## src/rtl/core/wss_pkg.sv

```systemverilog
// wiper sweep sequencer package: field widths, mode and interval codes,
// configuration register indexes, reset values and knob thresholds
// no dependencies
package wss_pkg;

  localparam int PULSE_W  = 12;
  localparam int KNOB_W   = 12;
  localparam int STEP_T_W = 8;
  localparam int PAUSE_W  = 13;
  localparam int STEP_W   = 4;
  localparam int CFG_IDX_W = 3;
  localparam int CFG_DATA_W = 13;

  localparam int SWEEP_STEPS_DEF = 10;

  typedef enum logic [1:0] {
    MODE_OFF = 2'd0,
    MODE_INT = 2'd1,
    MODE_LO  = 2'd2,
    MODE_HI  = 2'd3
  } wss_mode_t;

  typedef enum logic [1:0] {
    IVL_SHORT = 2'd0,
    IVL_MED   = 2'd1,
    IVL_LONG  = 2'd2
  } wss_ivl_t;

  typedef enum logic [CFG_IDX_W-1:0] {
    CFG_HI_STEP     = 3'd0,
    CFG_LO_STEP     = 3'd1,
    CFG_SHORT_PAUSE = 3'd2,
    CFG_MED_PAUSE   = 3'd3,
    CFG_LONG_PAUSE  = 3'd4,
    CFG_PULSE_MIN   = 3'd5,
    CFG_PULSE_MAX   = 3'd6
  } wss_cfg_idx_t;

  localparam logic [STEP_T_W-1:0] HI_STEP_RST     = 8'd28;
  localparam logic [STEP_T_W-1:0] LO_STEP_RST     = 8'd37;
  localparam logic [PAUSE_W-1:0]  SHORT_PAUSE_RST = 13'd1200;
  localparam logic [PAUSE_W-1:0]  MED_PAUSE_RST   = 13'd2750;
  localparam logic [PAUSE_W-1:0]  LONG_PAUSE_RST  = 13'd4750;
  localparam logic [PULSE_W-1:0]  PULSE_MIN_RST   = 12'd800;
  localparam logic [PULSE_W-1:0]  PULSE_MAX_RST   = 12'd1470;

  // knob >= ceil(level * 4095 / 100) is the same as knob * 100 >= level * 4095
  localparam int KNOB_FULL = 4095;
  localparam logic [KNOB_W-1:0] THR_HI   = KNOB_W'((75 * KNOB_FULL + 99) / 100);
  localparam logic [KNOB_W-1:0] THR_LO   = KNOB_W'((50 * KNOB_FULL + 99) / 100);
  localparam logic [KNOB_W-1:0] THR_INT  = KNOB_W'((25 * KNOB_FULL + 99) / 100);
  localparam logic [KNOB_W-1:0] THR_LONG = KNOB_W'((66 * KNOB_FULL + 99) / 100);
  localparam logic [KNOB_W-1:0] THR_MED  = KNOB_W'((33 * KNOB_FULL + 99) / 100);

  // cycles from a register write until the step offset accumulators reload
  localparam logic [2:0] SETTLE_LEN = 3'd5;

endpackage

```

## src/rtl/core/wiper_sweep_sequencer_top.sv

```systemverilog
// wiper sweep sequencer top level: knob classification, sweep and pause
// sequencing, incremental step offset and registered result stage
// depends on wss_pkg
//
//  port group | dir | transfer when          | payload
//  in         | in  | in_valid & in_ready    | engine_on, wiper_knob, interval_knob
//  out        | out | out_valid & out_ready  | servo_pulse_us, wiper_mode,
//             |     |                        | interval_choice, busy_res
//  cfg        | in  | cfg_valid & cfg_ready  | cfg_index, cfg_data
//
// one tick per cycle: each tick goes through short logic into the result register,
// and a tick is taken when no result waits or the waiting one transfers
// the step offset is kept as quotient and remainder and advanced by one add
// a register write or reset reloads it through a 4-stage reciprocal pipe,
// and ticks are held off until the reload is done; cfg_ready is always high
// reset is synchronous and resets config and sequencing state, not result payload
module wiper_sweep_sequencer_top import wss_pkg::*; #(
  parameter int SWEEP_STEPS = SWEEP_STEPS_DEF
) (
  input  logic                  clk,
  input  logic                  rst,
  input  logic                  in_valid,
  output logic                  in_ready,
  input  logic                  engine_on,
  input  logic [KNOB_W-1:0]     wiper_knob,
  input  logic [KNOB_W-1:0]     interval_knob,
  output logic                  out_valid,
  input  logic                  out_ready,
  output logic [PULSE_W-1:0]    servo_pulse_us,
  output logic [1:0]            wiper_mode,
  output logic [1:0]            interval_choice,
  output logic                  busy_res,
  input  logic                  cfg_valid,
  output logic                  cfg_ready,
  input  logic [CFG_IDX_W-1:0]  cfg_index,
  input  logic [CFG_DATA_W-1:0] cfg_data
);

  localparam int XW    = 16;
  localparam int SHIFT = 20;
  localparam int RECIP = (1 << SHIFT) / SWEEP_STEPS;
  localparam int HALF  = SWEEP_STEPS / 2;
  localparam int RW    = $clog2(2 * SWEEP_STEPS);
  localparam logic [STEP_W-1:0] STEP_N = STEP_W'(SWEEP_STEPS);
  localparam logic [RW:0]       REM_N  = (RW + 1)'(SWEEP_STEPS);
  localparam logic [RW-1:0]     REM_HALF = RW'(HALF);

  typedef enum logic [1:0] {
    PH_IDLE  = 2'd0,
    PH_SWEEP = 2'd1,
    PH_PAUSE = 2'd2
  } phase_t;

  // configuration registers
  logic [STEP_T_W-1:0] hi_step_ms, lo_step_ms;
  logic [PAUSE_W-1:0]  short_pause_ms, med_pause_ms, long_pause_ms;
  logic [PULSE_W-1:0]  pulse_min_us, pulse_max_us;

  // sequencing state
  phase_t              phase, phase_next;
  wss_mode_t           mode_reg, mode_next;
  wss_ivl_t            interval_reg, interval_next;
  logic                sweep_up, sweep_up_next;
  logic [STEP_W-1:0]   step_index, step_index_next;
  logic [STEP_T_W-1:0] hold_count, hold_count_next;
  logic [PAUSE_W-1:0]  pause_count, pause_count_next;
  logic [PULSE_W-1:0]  pulse_reg, pulse_next;

  // offset of the current step: (d * step_index + HALF) as quotient / remainder
  logic [XW-1:0]       acc_q, acc_q_next;
  logic [RW-1:0]       acc_r, acc_r_next;
  logic [XW-1:0]       step_q;
  logic [RW-1:0]       step_r;
  logic [2:0]          settle_cnt;

  logic in_xfer, cfg_xfer;

  assign cfg_ready = 1'b1;
  assign in_ready  = (settle_cnt == 3'd0) && (!out_valid || out_ready);
  assign in_xfer   = in_valid && in_ready;
  assign cfg_xfer  = cfg_valid && cfg_ready;

  // ---------------- reciprocal divide pipe, lane 0 d, lane 1 d*i+half
  logic                rising;
  logic [PULSE_W-1:0]  span;
  logic [1:0][XW-1:0]          num_s1, num_s2, q0_s3, quo_s4;
  logic [1:0][XW+SHIFT-1:0]    prod_s2;
  logic [1:0][RW:0]            rem_s3;
  logic [1:0][RW-1:0]          rem_s4;

  assign rising = pulse_max_us >= pulse_min_us;
  assign span   = rising ? pulse_max_us - pulse_min_us : pulse_min_us - pulse_max_us;

  always_ff @(posedge clk) begin
    num_s1[0] <= XW'(span);
    num_s1[1] <= XW'(XW'(span) * XW'(step_index)) + XW'(HALF);
    for (int i = 0; i < 2; i++) begin
      prod_s2[i] <= (XW + SHIFT)'(num_s1[i]) * (XW + SHIFT)'(RECIP);
      num_s2[i]  <= num_s1[i];
      q0_s3[i]   <= prod_s2[i][XW+SHIFT-1:SHIFT];
      rem_s3[i]  <= (RW + 1)'(num_s2[i] - XW'(prod_s2[i][XW+SHIFT-1:SHIFT] * XW'(SWEEP_STEPS)));
      if (rem_s3[i] >= REM_N) begin
        quo_s4[i] <= q0_s3[i] + XW'(1);
        rem_s4[i] <= RW'(rem_s3[i] - REM_N);
      end else begin
        quo_s4[i] <= q0_s3[i];
        rem_s4[i] <= RW'(rem_s3[i]);
      end
    end
  end

  // ---------------- per tick logic
  logic [RW:0]         adv_r_sum;
  logic                adv_carry;
  logic [XW-1:0]       adv_q;
  logic [RW-1:0]       adv_r;
  logic [STEP_T_W-1:0] hold_dec;
  logic [STEP_W-1:0]   step_inc;
  logic [PAUSE_W-1:0]  pause_dec;
  wss_mode_t           cls_mode;
  wss_ivl_t            cls_ivl;

  assign adv_r_sum = {1'b0, acc_r} + {1'b0, step_r};
  assign adv_carry = adv_r_sum >= REM_N;
  assign adv_r     = adv_carry ? RW'(adv_r_sum - REM_N) : RW'(adv_r_sum);
  assign adv_q     = acc_q + step_q + XW'(adv_carry);
  assign hold_dec  = hold_count - STEP_T_W'(1);
  assign step_inc  = step_index + STEP_W'(1);
  assign pause_dec = pause_count - PAUSE_W'(1);

  always_comb begin
    priority if (wiper_knob >= THR_HI)  cls_mode = MODE_HI;
    else if (wiper_knob >= THR_LO)      cls_mode = MODE_LO;
    else if (wiper_knob >= THR_INT)     cls_mode = MODE_INT;
    else                                cls_mode = MODE_OFF;
    priority if (interval_knob >= THR_LONG) cls_ivl = IVL_LONG;
    else if (interval_knob >= THR_MED)      cls_ivl = IVL_MED;
    else                                    cls_ivl = IVL_SHORT;
  end

  function automatic logic [STEP_T_W-1:0] step_time(input wss_mode_t m,
      input logic [STEP_T_W-1:0] hi_t, input logic [STEP_T_W-1:0] lo_t);
    logic [STEP_T_W-1:0] t;
    t = (m == MODE_HI) ? hi_t : lo_t;
    return (t == '0) ? STEP_T_W'(1) : t;
  endfunction

  function automatic logic [PAUSE_W-1:0] pause_time(input wss_ivl_t iv,
      input logic [PAUSE_W-1:0] s, input logic [PAUSE_W-1:0] m,
      input logic [PAUSE_W-1:0] l);
    logic [PAUSE_W-1:0] p;
    unique case (iv)
      IVL_SHORT: p = s;
      IVL_MED:   p = m;
      default:   p = l;
    endcase
    return (p == '0) ? PAUSE_W'(1) : p;
  endfunction

  function automatic logic [PULSE_W-1:0] pulse_at(input logic [XW-1:0] off,
      input logic up, input logic rise, input logic [PULSE_W-1:0] lo,
      input logic [PULSE_W-1:0] hi);
    logic [PULSE_W-1:0] o;
    o = off[PULSE_W-1:0];
    if (up) begin
      return rise ? lo + o : lo - o;
    end
    return rise ? hi - o : hi + o;
  endfunction

  always_comb begin
    phase_next       = phase;
    mode_next        = mode_reg;
    interval_next    = interval_reg;
    sweep_up_next    = sweep_up;
    step_index_next  = step_index;
    hold_count_next  = hold_count;
    pause_count_next = pause_count;
    pulse_next       = pulse_reg;
    acc_q_next       = acc_q;
    acc_r_next       = acc_r;
    if (!engine_on) begin
      phase_next       = PH_IDLE;
      step_index_next  = '0;
      hold_count_next  = '0;
      pause_count_next = '0;
      pulse_next       = pulse_min_us;
      acc_q_next       = '0;
      acc_r_next       = REM_HALF;
    end else begin
      unique case (phase)
        PH_SWEEP: begin
          hold_count_next = hold_dec;
          if (hold_dec == '0) begin
            if (step_inc >= STEP_N) begin
              step_index_next = '0;
              acc_q_next      = '0;
              acc_r_next      = REM_HALF;
              if (sweep_up) begin
                sweep_up_next = 1'b0;
                phase_next    = PH_IDLE;
              end else begin
                sweep_up_next = 1'b1;
                if (mode_reg == MODE_INT) begin
                  phase_next       = PH_PAUSE;
                  pause_count_next = pause_time(interval_reg, short_pause_ms,
                                                med_pause_ms, long_pause_ms);
                end else begin
                  phase_next = PH_IDLE;
                end
              end
            end else begin
              step_index_next = step_inc;
              acc_q_next      = adv_q;
              acc_r_next      = adv_r;
              pulse_next      = pulse_at(adv_q, sweep_up, rising, pulse_min_us,
                                         pulse_max_us);
              hold_count_next = step_time(mode_reg, hi_step_ms, lo_step_ms);
            end
          end
        end
        PH_PAUSE: begin
          mode_next        = cls_mode;
          interval_next    = cls_ivl;
          pause_count_next = pause_dec;
          if (pause_dec == '0) begin
            phase_next = PH_IDLE;
          end
        end
        default: begin
          mode_next     = cls_mode;
          interval_next = cls_ivl;
          phase_next    = PH_IDLE;
          if (cls_mode == MODE_OFF) begin
            pulse_next = pulse_min_us;
          end else begin
            phase_next      = PH_SWEEP;
            step_index_next = '0;
            acc_q_next      = '0;
            acc_r_next      = REM_HALF;
            pulse_next      = pulse_at('0, sweep_up, rising, pulse_min_us,
                                       pulse_max_us);
            hold_count_next = step_time(cls_mode, hi_step_ms, lo_step_ms);
          end
        end
      endcase
    end
  end

  // ---------------- registers
  always_ff @(posedge clk) begin
    if (rst) begin
      hi_step_ms     <= HI_STEP_RST;
      lo_step_ms     <= LO_STEP_RST;
      short_pause_ms <= SHORT_PAUSE_RST;
      med_pause_ms   <= MED_PAUSE_RST;
      long_pause_ms  <= LONG_PAUSE_RST;
      pulse_min_us   <= PULSE_MIN_RST;
      pulse_max_us   <= PULSE_MAX_RST;
      settle_cnt     <= SETTLE_LEN;
      phase          <= PH_IDLE;
      mode_reg       <= MODE_OFF;
      interval_reg   <= IVL_LONG;
      sweep_up       <= 1'b1;
      step_index     <= '0;
      hold_count     <= '0;
      pause_count    <= '0;
      pulse_reg      <= PULSE_MIN_RST;
      out_valid      <= 1'b0;
    end else begin
      if (cfg_xfer) begin
        settle_cnt <= SETTLE_LEN;
        unique case (cfg_index)
          CFG_HI_STEP:     hi_step_ms     <= cfg_data[STEP_T_W-1:0];
          CFG_LO_STEP:     lo_step_ms     <= cfg_data[STEP_T_W-1:0];
          CFG_SHORT_PAUSE: short_pause_ms <= cfg_data;
          CFG_MED_PAUSE:   med_pause_ms   <= cfg_data;
          CFG_LONG_PAUSE:  long_pause_ms  <= cfg_data;
          CFG_PULSE_MIN:   pulse_min_us   <= cfg_data[PULSE_W-1:0];
          CFG_PULSE_MAX:   pulse_max_us   <= cfg_data[PULSE_W-1:0];
          default: ;
        endcase
      end else if (settle_cnt != 3'd0) begin
        settle_cnt <= settle_cnt - 3'd1;
      end
      if (in_xfer) begin
        phase           <= phase_next;
        mode_reg        <= mode_next;
        interval_reg    <= interval_next;
        sweep_up        <= sweep_up_next;
        step_index      <= step_index_next;
        hold_count      <= hold_count_next;
        pause_count     <= pause_count_next;
        pulse_reg       <= pulse_next;
        servo_pulse_us  <= pulse_next;
        wiper_mode      <= mode_next;
        interval_choice <= interval_next;
        busy_res        <= phase_next != PH_IDLE;
      end
      out_valid <= in_xfer || (out_valid && !out_ready);
    end
  end

  // offset accumulators
  always_ff @(posedge clk) begin
    if (settle_cnt == 3'd1) begin
      acc_q  <= quo_s4[1];
      acc_r  <= rem_s4[1];
      step_q <= quo_s4[0];
      step_r <= rem_s4[0];
    end else if (in_xfer) begin
      acc_q <= acc_q_next;
      acc_r <= acc_r_next;
    end
  end

  // ---------------- checks
  a_rem_range: assert property (@(posedge clk) disable iff (rst)
    settle_cnt == 3'd0 |-> acc_r < RW'(SWEEP_STEPS))
    else $error("step offset remainder out of range");

  a_step_range: assert property (@(posedge clk) disable iff (rst)
    step_index < STEP_N)
    else $error("step index past last step");

  a_hold_live: assert property (@(posedge clk) disable iff (rst)
    phase == PH_SWEEP |-> hold_count != '0)
    else $error("sweep step with zero hold time");

  a_cfg_blocks: assert property (@(posedge clk) disable iff (rst)
    cfg_xfer |=> !in_ready)
    else $error("tick taken before offset reload");

endmodule
```

## config.mk

```make
export PLATFORM = sky130hd
export DESIGN_NAME = wiper_sweep_sequencer_top
export DESIGN_NICKNAME = d
export VERILOG_FILES = /design/src/rtl/core/wss_pkg.sv /design/src/rtl/core/wiper_sweep_sequencer_top.sv
export SDC_FILE = /design/constraint.sdc
export NUM_CORES = 1
export LEC_CHECK = 0
export BUFFER_PORTS_ARGS = -buffer_cell sky130_fd_sc_hd__buf_4
export CAP_MARGIN = 5
export CORE_ASPECT_RATIO = 0.6
export CORE_MARGIN = 2
export CORE_UTILIZATION = 60
export CTS_CLUSTER_DIAMETER = 30
export DETAILED_ROUTE_END_ITERATION = 16
export PLACE_DENSITY_LB_ADDON = 0.2
export SLEW_MARGIN = 20
export SYNTH_ARGS = -nofsm -noshare
export SYNTH_HDL_FRONTEND = slang
export SYNTH_SLANG_ARGS = --single-unit
```

## constraint.sdc

```tcl
create_clock -name clk -period 13.1 [get_ports clk]
set_input_delay 1.965 -clock clk [delete_from_list [all_inputs] [get_ports clk]]
set_output_delay 1.965 -clock clk [all_outputs]
set_load 0.02 [all_outputs]
```

Word level (Yosys, flattened, before mapping)
Cells that the tools add are included.

word-level totals
  bits of input ports = 46
  output and inout port bits = 20
  logic and storage cells = 220
  register bits after elaboration = 366

operators by class
  $lt $le $gt $ge = 10
  equal/unequal tests = 23
  bitwise logic cells = 1
  multiply operators = 5
  multiplexer cells = 85
  add/sub/neg operators = 21
  reduce and logical (&&, ||, !) cells = 34

operators by type and width
  cell                                                                      count
  13-bit 2-to-1 mux                                                         14
  12-bit 2-to-1 mux                                                         11
  16-bit 2-to-1 mux                                                         6
  8-bit 2-to-1 mux                                                          8
  13-bit one-hot mux with 2 select lines                                    2
  12-bit subtractor                                                         4
  5-bit 2-to-1 mux                                                          9
  12-bit >= comparator (second input constant)                              3
  16-bit by 17-bit multiplier with 33-bit output (second input constant)    1
  16-bit one-hot mux with 2 select lines                                    1
  12-bit by 17-bit multiplier with 29-bit output (second input constant)    1
  13-bit by 1-bit adder with 14-bit output (second input constant)          2
  13-bit logical NOT                                                        2
  13-bit by 3-bit multiplier with 5-bit output (second input constant)      2
  2-bit 2-to-1 mux                                                          13
  12-bit adder                                                              2
  12-bit by 11-bit >= comparator with 1-bit output (second input constant)  2
  8-bit logical NOT                                                         3
  12-bit one-hot mux with 2 select lines                                    1
  6-bit by 4-bit >= comparator with 1-bit output (second input constant)    3
  16-bit by 1-bit adder with 16-bit output                                  1
  16-bit by 14-bit adder with 16-bit output                                 1
  16-bit by 3-bit adder with 16-bit output (second input constant)          1
  12-bit by 4-bit multiplier with 16-bit output                             1
  other kinds (40)                                                          85

Depth between registers and ports, before layout
  word-level depth = 16
  depth in mapped cells = 29
  gate-level depth less buffers = 28

Worst setup path before layout
OpenSTA, ideal clock, no wires.

  kind = reg-to-reg
  from = reg acc_r[0]
  to = reg servo_pulse_us[11] (data pin)
  data arrival time = 5,648 ps
  data required time = 12,833 ps
  library setup time = 267 ps
  clock period less this slack = 5,915 ps
  cell stages (with the launch flop) = 30
  path buffers = 1
  setup slack = 7,185 ps
  path through = edfxtp_1 -> ha_1 -> inv_1 -> fa_1 -> inv_1 -> a21o_1 -> a21oi_1 -> xor2_1 -> nor3b_1 -> and2_1 -> clkbuf_1 -> fa_1 -> fa_1 -> nand2b_1 -> a21oi_1 -> xor2_1 -> or2_2 -> nor3_1 -> nor2_1 -> xnor2_1 -> inv_1 -> ha_1 -> or3_1 -> nor3_1 -> o31ai_1 -> a2111o_1 -> o211ai_1 -> o311ai_1 -> a32oi_1 -> o21ai_1

between the ends
  longest elaborated chain between the ends = 11
  elaborated cells on any way between the ends = 15
  those cells by class = add/sub (6); order compare (1); mux (8)

RTL lines
  element                                                   line                              source
  from (decl)                                               wiper_sweep_sequencer_top.sv:71   logic [RW-1:0] acc_r, acc_r_next;
  from (signal assigned)                                    wiper_sweep_sequencer_top.sv:308  acc_r <= rem_s4[1];
  from (signal assigned)                                    wiper_sweep_sequencer_top.sv:313  acc_r <= acc_r_next;
  5-bit by 5-bit adder with 6-bit output (*)                wiper_sweep_sequencer_top.sv:123  assign adv_r_sum = {1'b0, acc_r} + {1'b0, step_r};
  6-bit by 4-bit >= comparator with 1-bit output (*)        wiper_sweep_sequencer_top.sv:124  assign adv_carry = adv_r_sum >= REM_N;
  16-bit by 1-bit adder with 16-bit output (*)              wiper_sweep_sequencer_top.sv:126  assign adv_q = acc_q + step_q + XW'(adv_carry);
  12-bit subtractor / 12-bit adder (equally long branches)  wiper_sweep_sequencer_top.sv:166  return rise ? lo + o : lo - o;
  12-bit 2-to-1 mux                                         wiper_sweep_sequencer_top.sv:166
  12-bit 2-to-1 mux                                         wiper_sweep_sequencer_top.sv:165  if (up) begin
  12-bit 2-to-1 mux (*)                                     wiper_sweep_sequencer_top.sv:168  return rise ? hi - o : hi + o;
  12-bit 2-to-1 mux (*)                                     wiper_sweep_sequencer_top.sv:195  if (step_inc >= STEP_N) begin
  12-bit 2-to-1 mux (*)                                     wiper_sweep_sequencer_top.sv:194  if (hold_dec == '0) begin
  12-bit one-hot mux with 2 select lines (*)                wiper_sweep_sequencer_top.sv:191  unique case (phase)
  12-bit 2-to-1 mux (*)                                     wiper_sweep_sequencer_top.sv:182  if (!engine_on) begin
  net pulse_next[11]                                        wiper_sweep_sequencer_top.sv:67   logic [PULSE_W-1:0] pulse_reg, pulse_next;
  to (signal assigned)                                      wiper_sweep_sequencer_top.sv:295  servo_pulse_us <= pulse_next;
  to (decl)                                                 wiper_sweep_sequencer_top.sv:29   output logic [PULSE_W-1:0] servo_pulse_us,

Mark *: on every way through the listed nets, which the timed path passes. The rest lies on a longest branch. The select of a mux whose other input is x is not followed.
A chain may end at the register's enable or synchronous reset.

Worst setup path in the final report
  from = reg pulse_min_us[1]
  to = reg num_s1[31] (netlist bit)

between the ends
  longest elaborated chain between the ends = 4
  elaborated cells on any way between the ends = 6
  those cells by class = add/sub (3); mul (1); order compare (1); mux (1)

RTL lines
  element                                                           line                                                              source
  from (decl)                                                       wiper_sweep_sequencer_top.sv:57                                   logic [PULSE_W-1:0] pulse_min_us, pulse_max_us;
  from (signal assigned)                                            wiper_sweep_sequencer_top.sv:279                                  CFG_PULSE_MIN: pulse_min_us <= cfg_data[PULSE_W-1:0];
  12-bit subtractor / 12-bit >= comparator (equally long branches)  wiper_sweep_sequencer_top.sv:92, wiper_sweep_sequencer_top.sv:91
  12-bit 2-to-1 mux (*)                                             wiper_sweep_sequencer_top.sv:92                                   assign span = rising ? pulse_max_us - pulse_min_us : pulse_min_us - pulse_max_us;
  net span[3]                                                       wiper_sweep_sequencer_top.sv:85                                   logic [PULSE_W-1:0] span;
  12-bit by 4-bit multiplier with 16-bit output (*)                 wiper_sweep_sequencer_top.sv:96                                   num_s1[1] <= XW'(XW'(span) * XW'(step_index)) + XW'(HALF);
  16-bit by 3-bit adder with 16-bit output (*)                      wiper_sweep_sequencer_top.sv:96
  to (decl)                                                         wiper_sweep_sequencer_top.sv:86                                   logic [1:0][XW-1:0] num_s1, num_s2, q0_s3, quo_s4;

Mark *: on every way through the listed nets, which the timed path passes. The rest lies on a longest branch.

==> summary.md <==
| Metric | Value |
|---|---|
| Number of vias per cell | slightly below 6 |
| Max Cap Violations | 0 |
| TritonCTS sink count | just over 300 |
| Initial Util | about three fifths |
| Die height | 152.5 µm |
| Layout fillers | around 2800 |
| Final wirelength | between 50 and 60 mm |
| Area delta synth->final | 11.52% |
| Hold_buf cts | 0 |
| Headroom to the max-slew limit | 24.72% |
| Fin util | between 60% and 70% |
| GRT Overall Usage | a little under a third |
| Register area share after synthesis | between 20 and 30% |
| # rows | 54 |
| # DRC | 0 |
| Chip width | 251.5 µm |
| Crit path cell chain | inv_1, fa_1, a21o_1, nand4_2, a2111oi_4, o32ai_4, mux2i_1, xnor2_1, nand2_1, fa_1, inv_1, fa_1, ha_1, ha_1, a21oi_1, o21ai_0, a21o_1, a21oi_1, o211ai_1, a31o_2, a21oi_1, xor2_1 |
| Final GP Congestion | about 1 |
| WL/cell | between 15 and 20 µm |
| Sw frac | about 40% |
| M1 GR Usage | about 47% |
| Clock buffer depth | 3 |
| Max stage delay cell, worst path | o32ai_4 |
| Synthesis Warnings | 0 |
| Synth Flop Type | dfxtp_1 |
| Synth Cell Area | 22050 µm² |
| CTS tree | built |
| HPWL after DPL | between 40 and 50 mm |
| Crit. End Element | flop |
| Count of state elements after synthesis | between 300 and 400 |
| I/O pin count | 66 |
| PD cells | 185.6 nW/µm² |
| First-pass GRT wire length | a little over 90 mm |
| Mapped Avg Cell Area | slightly above 9 µm² |
| Antenna cells | 0 |
| Critical Path Start Type | flop |
| Biggest regs | num_s1 x28, quo_s4 x22 |
| Layout cells sized above 1 | between 7 and 8% |
| Worst vdd ir | just under 0.0005 V |
| Status | finished, final reports clean |
| Internal power | between 0.002 and 0.003 W |
| Full die area | about 38000 µm² |
| # H-tree levels | 2 |
| Root Buffer Master | clkbuf_16 |
| IO buf count | 54 |
| Most instantiated cells after synthesis | nand2_1 (314), inv_1 (303), ha_1 (298) |
| Tightest Pin Transition | 1.128 ns |
| Worst skew pair latency | around 0.57 ns |
| P_sw | around 0.0018 W |
| Crit Path Max Fanout | 17 |
| Total Nets Final | approximately 2900 |
| Clock slew at reported path FFs | roughly 0.06 ns |
| Detail Route Antenna Nets | 0 |
| Vias in the first global route | 17030 |
| Via count | roughly 17000 |
| RSZ-0062 raised after global routing | no |
| Grt met3 use | under 10% |
| Area leader, netlist | dfxtp_1 |
| Largest net degree at the start of global routing | between 40 and 50 |
| Count of flip-flops with a built-in enable after synthesis | between 40 and 50 |
| Tcrit/Tclk final | between 50% and 60% |
| Leakage | approximately 12 nW |
| Setup TNS | 0 ns |
| Req. time, crit path | approximately 14 ns |
| Routing usage on met2 | approximately two fifths |
| Final Hold Fails | 0 |
| Cells after Synth | between 2000 and 2500 |
| First-pass DRT Iterations | 6 |
| Largest register FFs | 28 |
| Top reg by flops | num_s1 |
| Cell with the most instances after synthesis | nand2_1 |
| Postcts setup bufs | 0 |
| Final Critical Period | 7.006 ns |
| Seq pwr share | between 20% and 30% |
| Mapped Nets | just under 3000 |
| F_max | around 0.14 GHz |
| Clk network pwr share | a little under 30% |
| Logic pwr share | between 40 and 50% |
| Final Slew Violations | 0 |
| Initial antenna violation count | 1 |
| Max incr delay on CP | about 0.9 ns |
| GRT busiest layer | met1 |
| Core area | between 30000 and 40000 µm² |
| CTS resizes | 0 |
| Hold Path Class | flop to flop |
| Grt ovf | 0 |
| Top cells by area, synth | dfxtp_1 (23%), ha_1 (17%), fa_1 (12%) |
| DRT iter0 DRCs | roughly 1600 |
| Yosys cell types | 90 |
| FFs w/ async S/R, synth | 0% |
| TritonCTS Buffers | 48 |
| Setup violators final | 0 |
| Crit Path Class | flop to flop |
| Area share of the largest cell type after synthesis | a little under a quarter |
| Final Skew | 0.01626 ns |
| Worst EP arrival | around 7.5 ns |
[cells by family (layout without fill, tap and decap cells)]
logic type	after synthesis	after routing	synth area share, %
other	1	1	0.01700
adder cells (fa/ha/maj)	430	430	28.89
multiplexers	50	50	2.332
buffers and inverters	373	456	6.405
AND/OR/NAND/NOR	687	687	14.17
AO/OA/AOI/OAI	451	451	13.31
XOR/XNOR	131	131	5.237
flip-flops	302	302	29.64
[stage by stage]
stage	power, W	std cells	hold slack [ns]	setup WS, ns	area, µm²
6_report	0.004565	2984	0.3269	6.094	24590
3_3_place_gp	0.003103	2894	0.3121	6.315	22850
5_1_grt	0.004929	2984	0.3285	5.680	24590
2_1_floorplan	0.002618	2425	0.3096	7.185	22050
4_1_cts	0.004575	2983	0.3254	6.248	24590
3_5_place_dp	0.003209	2894	0.3121	6.291	22850
[layout make-up]
type / count / area [µm²] / area share (%)
multi-input cells: 1750 / 14100 / 57.35
repair buffers: 64 / 480.5 / 1.954
flip-flops and latches: 302 / 6538 / 26.58
clock inverters: 38 / 485.5 / 1.974
well taps: 476 / 595.6 / 2.422
clock buffers: 51 / 1254 / 5.097
inverters: 303 / 1137 / 4.624
[critical path: cells and delay by family (launching register included)]
family                   cells  cell delay, ns
buffers and inverters        2            0.33
AND/OR/NAND/NOR              2            0.26
AO/OA/AOI/OAI               10            2.64
multiplexers                 1            0.21
flip-flops                   1            0.55
adder cells (fa/ha/maj)      5            2.13
XOR/XNOR                     2            0.77
[path summary, 6_finish.rpt]
path	from	end	slack, ns	cells after the start
worst min register to register	prod_s2[27]$_DFF_P_	q0_s3[7]$_DFF_P_	0.33	0
worst max register to register	pulse_min_us[1]$_SDFFE_PP0P_	num_s1[31]$_DFF_P_	6.09	22
worst max-delay path	pulse_min_us[1]$_SDFFE_PP0P_	num_s1[31]$_DFF_P_	6.09	22
worst min-delay path	prod_s2[27]$_DFF_P_	q0_s3[7]$_DFF_P_	0.33	0
[placed cells by master (no fill, tap or decap), drive strengths merged, types with 51 or more instances in the layout]
master,instances
buf,64
nor2,133
nand2,314
xnor2,88
fa,132
inv,322
a21oi,172
ha,298
dfxtp,253
clkbuf,51
o21ai,77
nand3,62
[layer usage]
layer  wire [µm]  share of wire (%)
met1       27440                 48
met2       21770                 38
met3        6873                 12
met4         721                1.3
met5          13              0.023
[power groups by stage]
| stage | logic (W) | registers (W) | clock network (W) |
|---|---|---|---|
| finish | 0.00211 | 0.00111 | 0.00134 |
| global placement | 0.00198 | 0.00113 | 0 |
| global route | 0.00240 | 0.00112 | 0.00140 |
| floorplan | 0.00152 | 0.00110 | 0 |
| detailed placement | 0.00208 | 0.00113 | 0 |
| CTS | 0.00210 | 0.00111 | 0.00136 |
No activity file was read; power rests on OpenSTA's default activity.
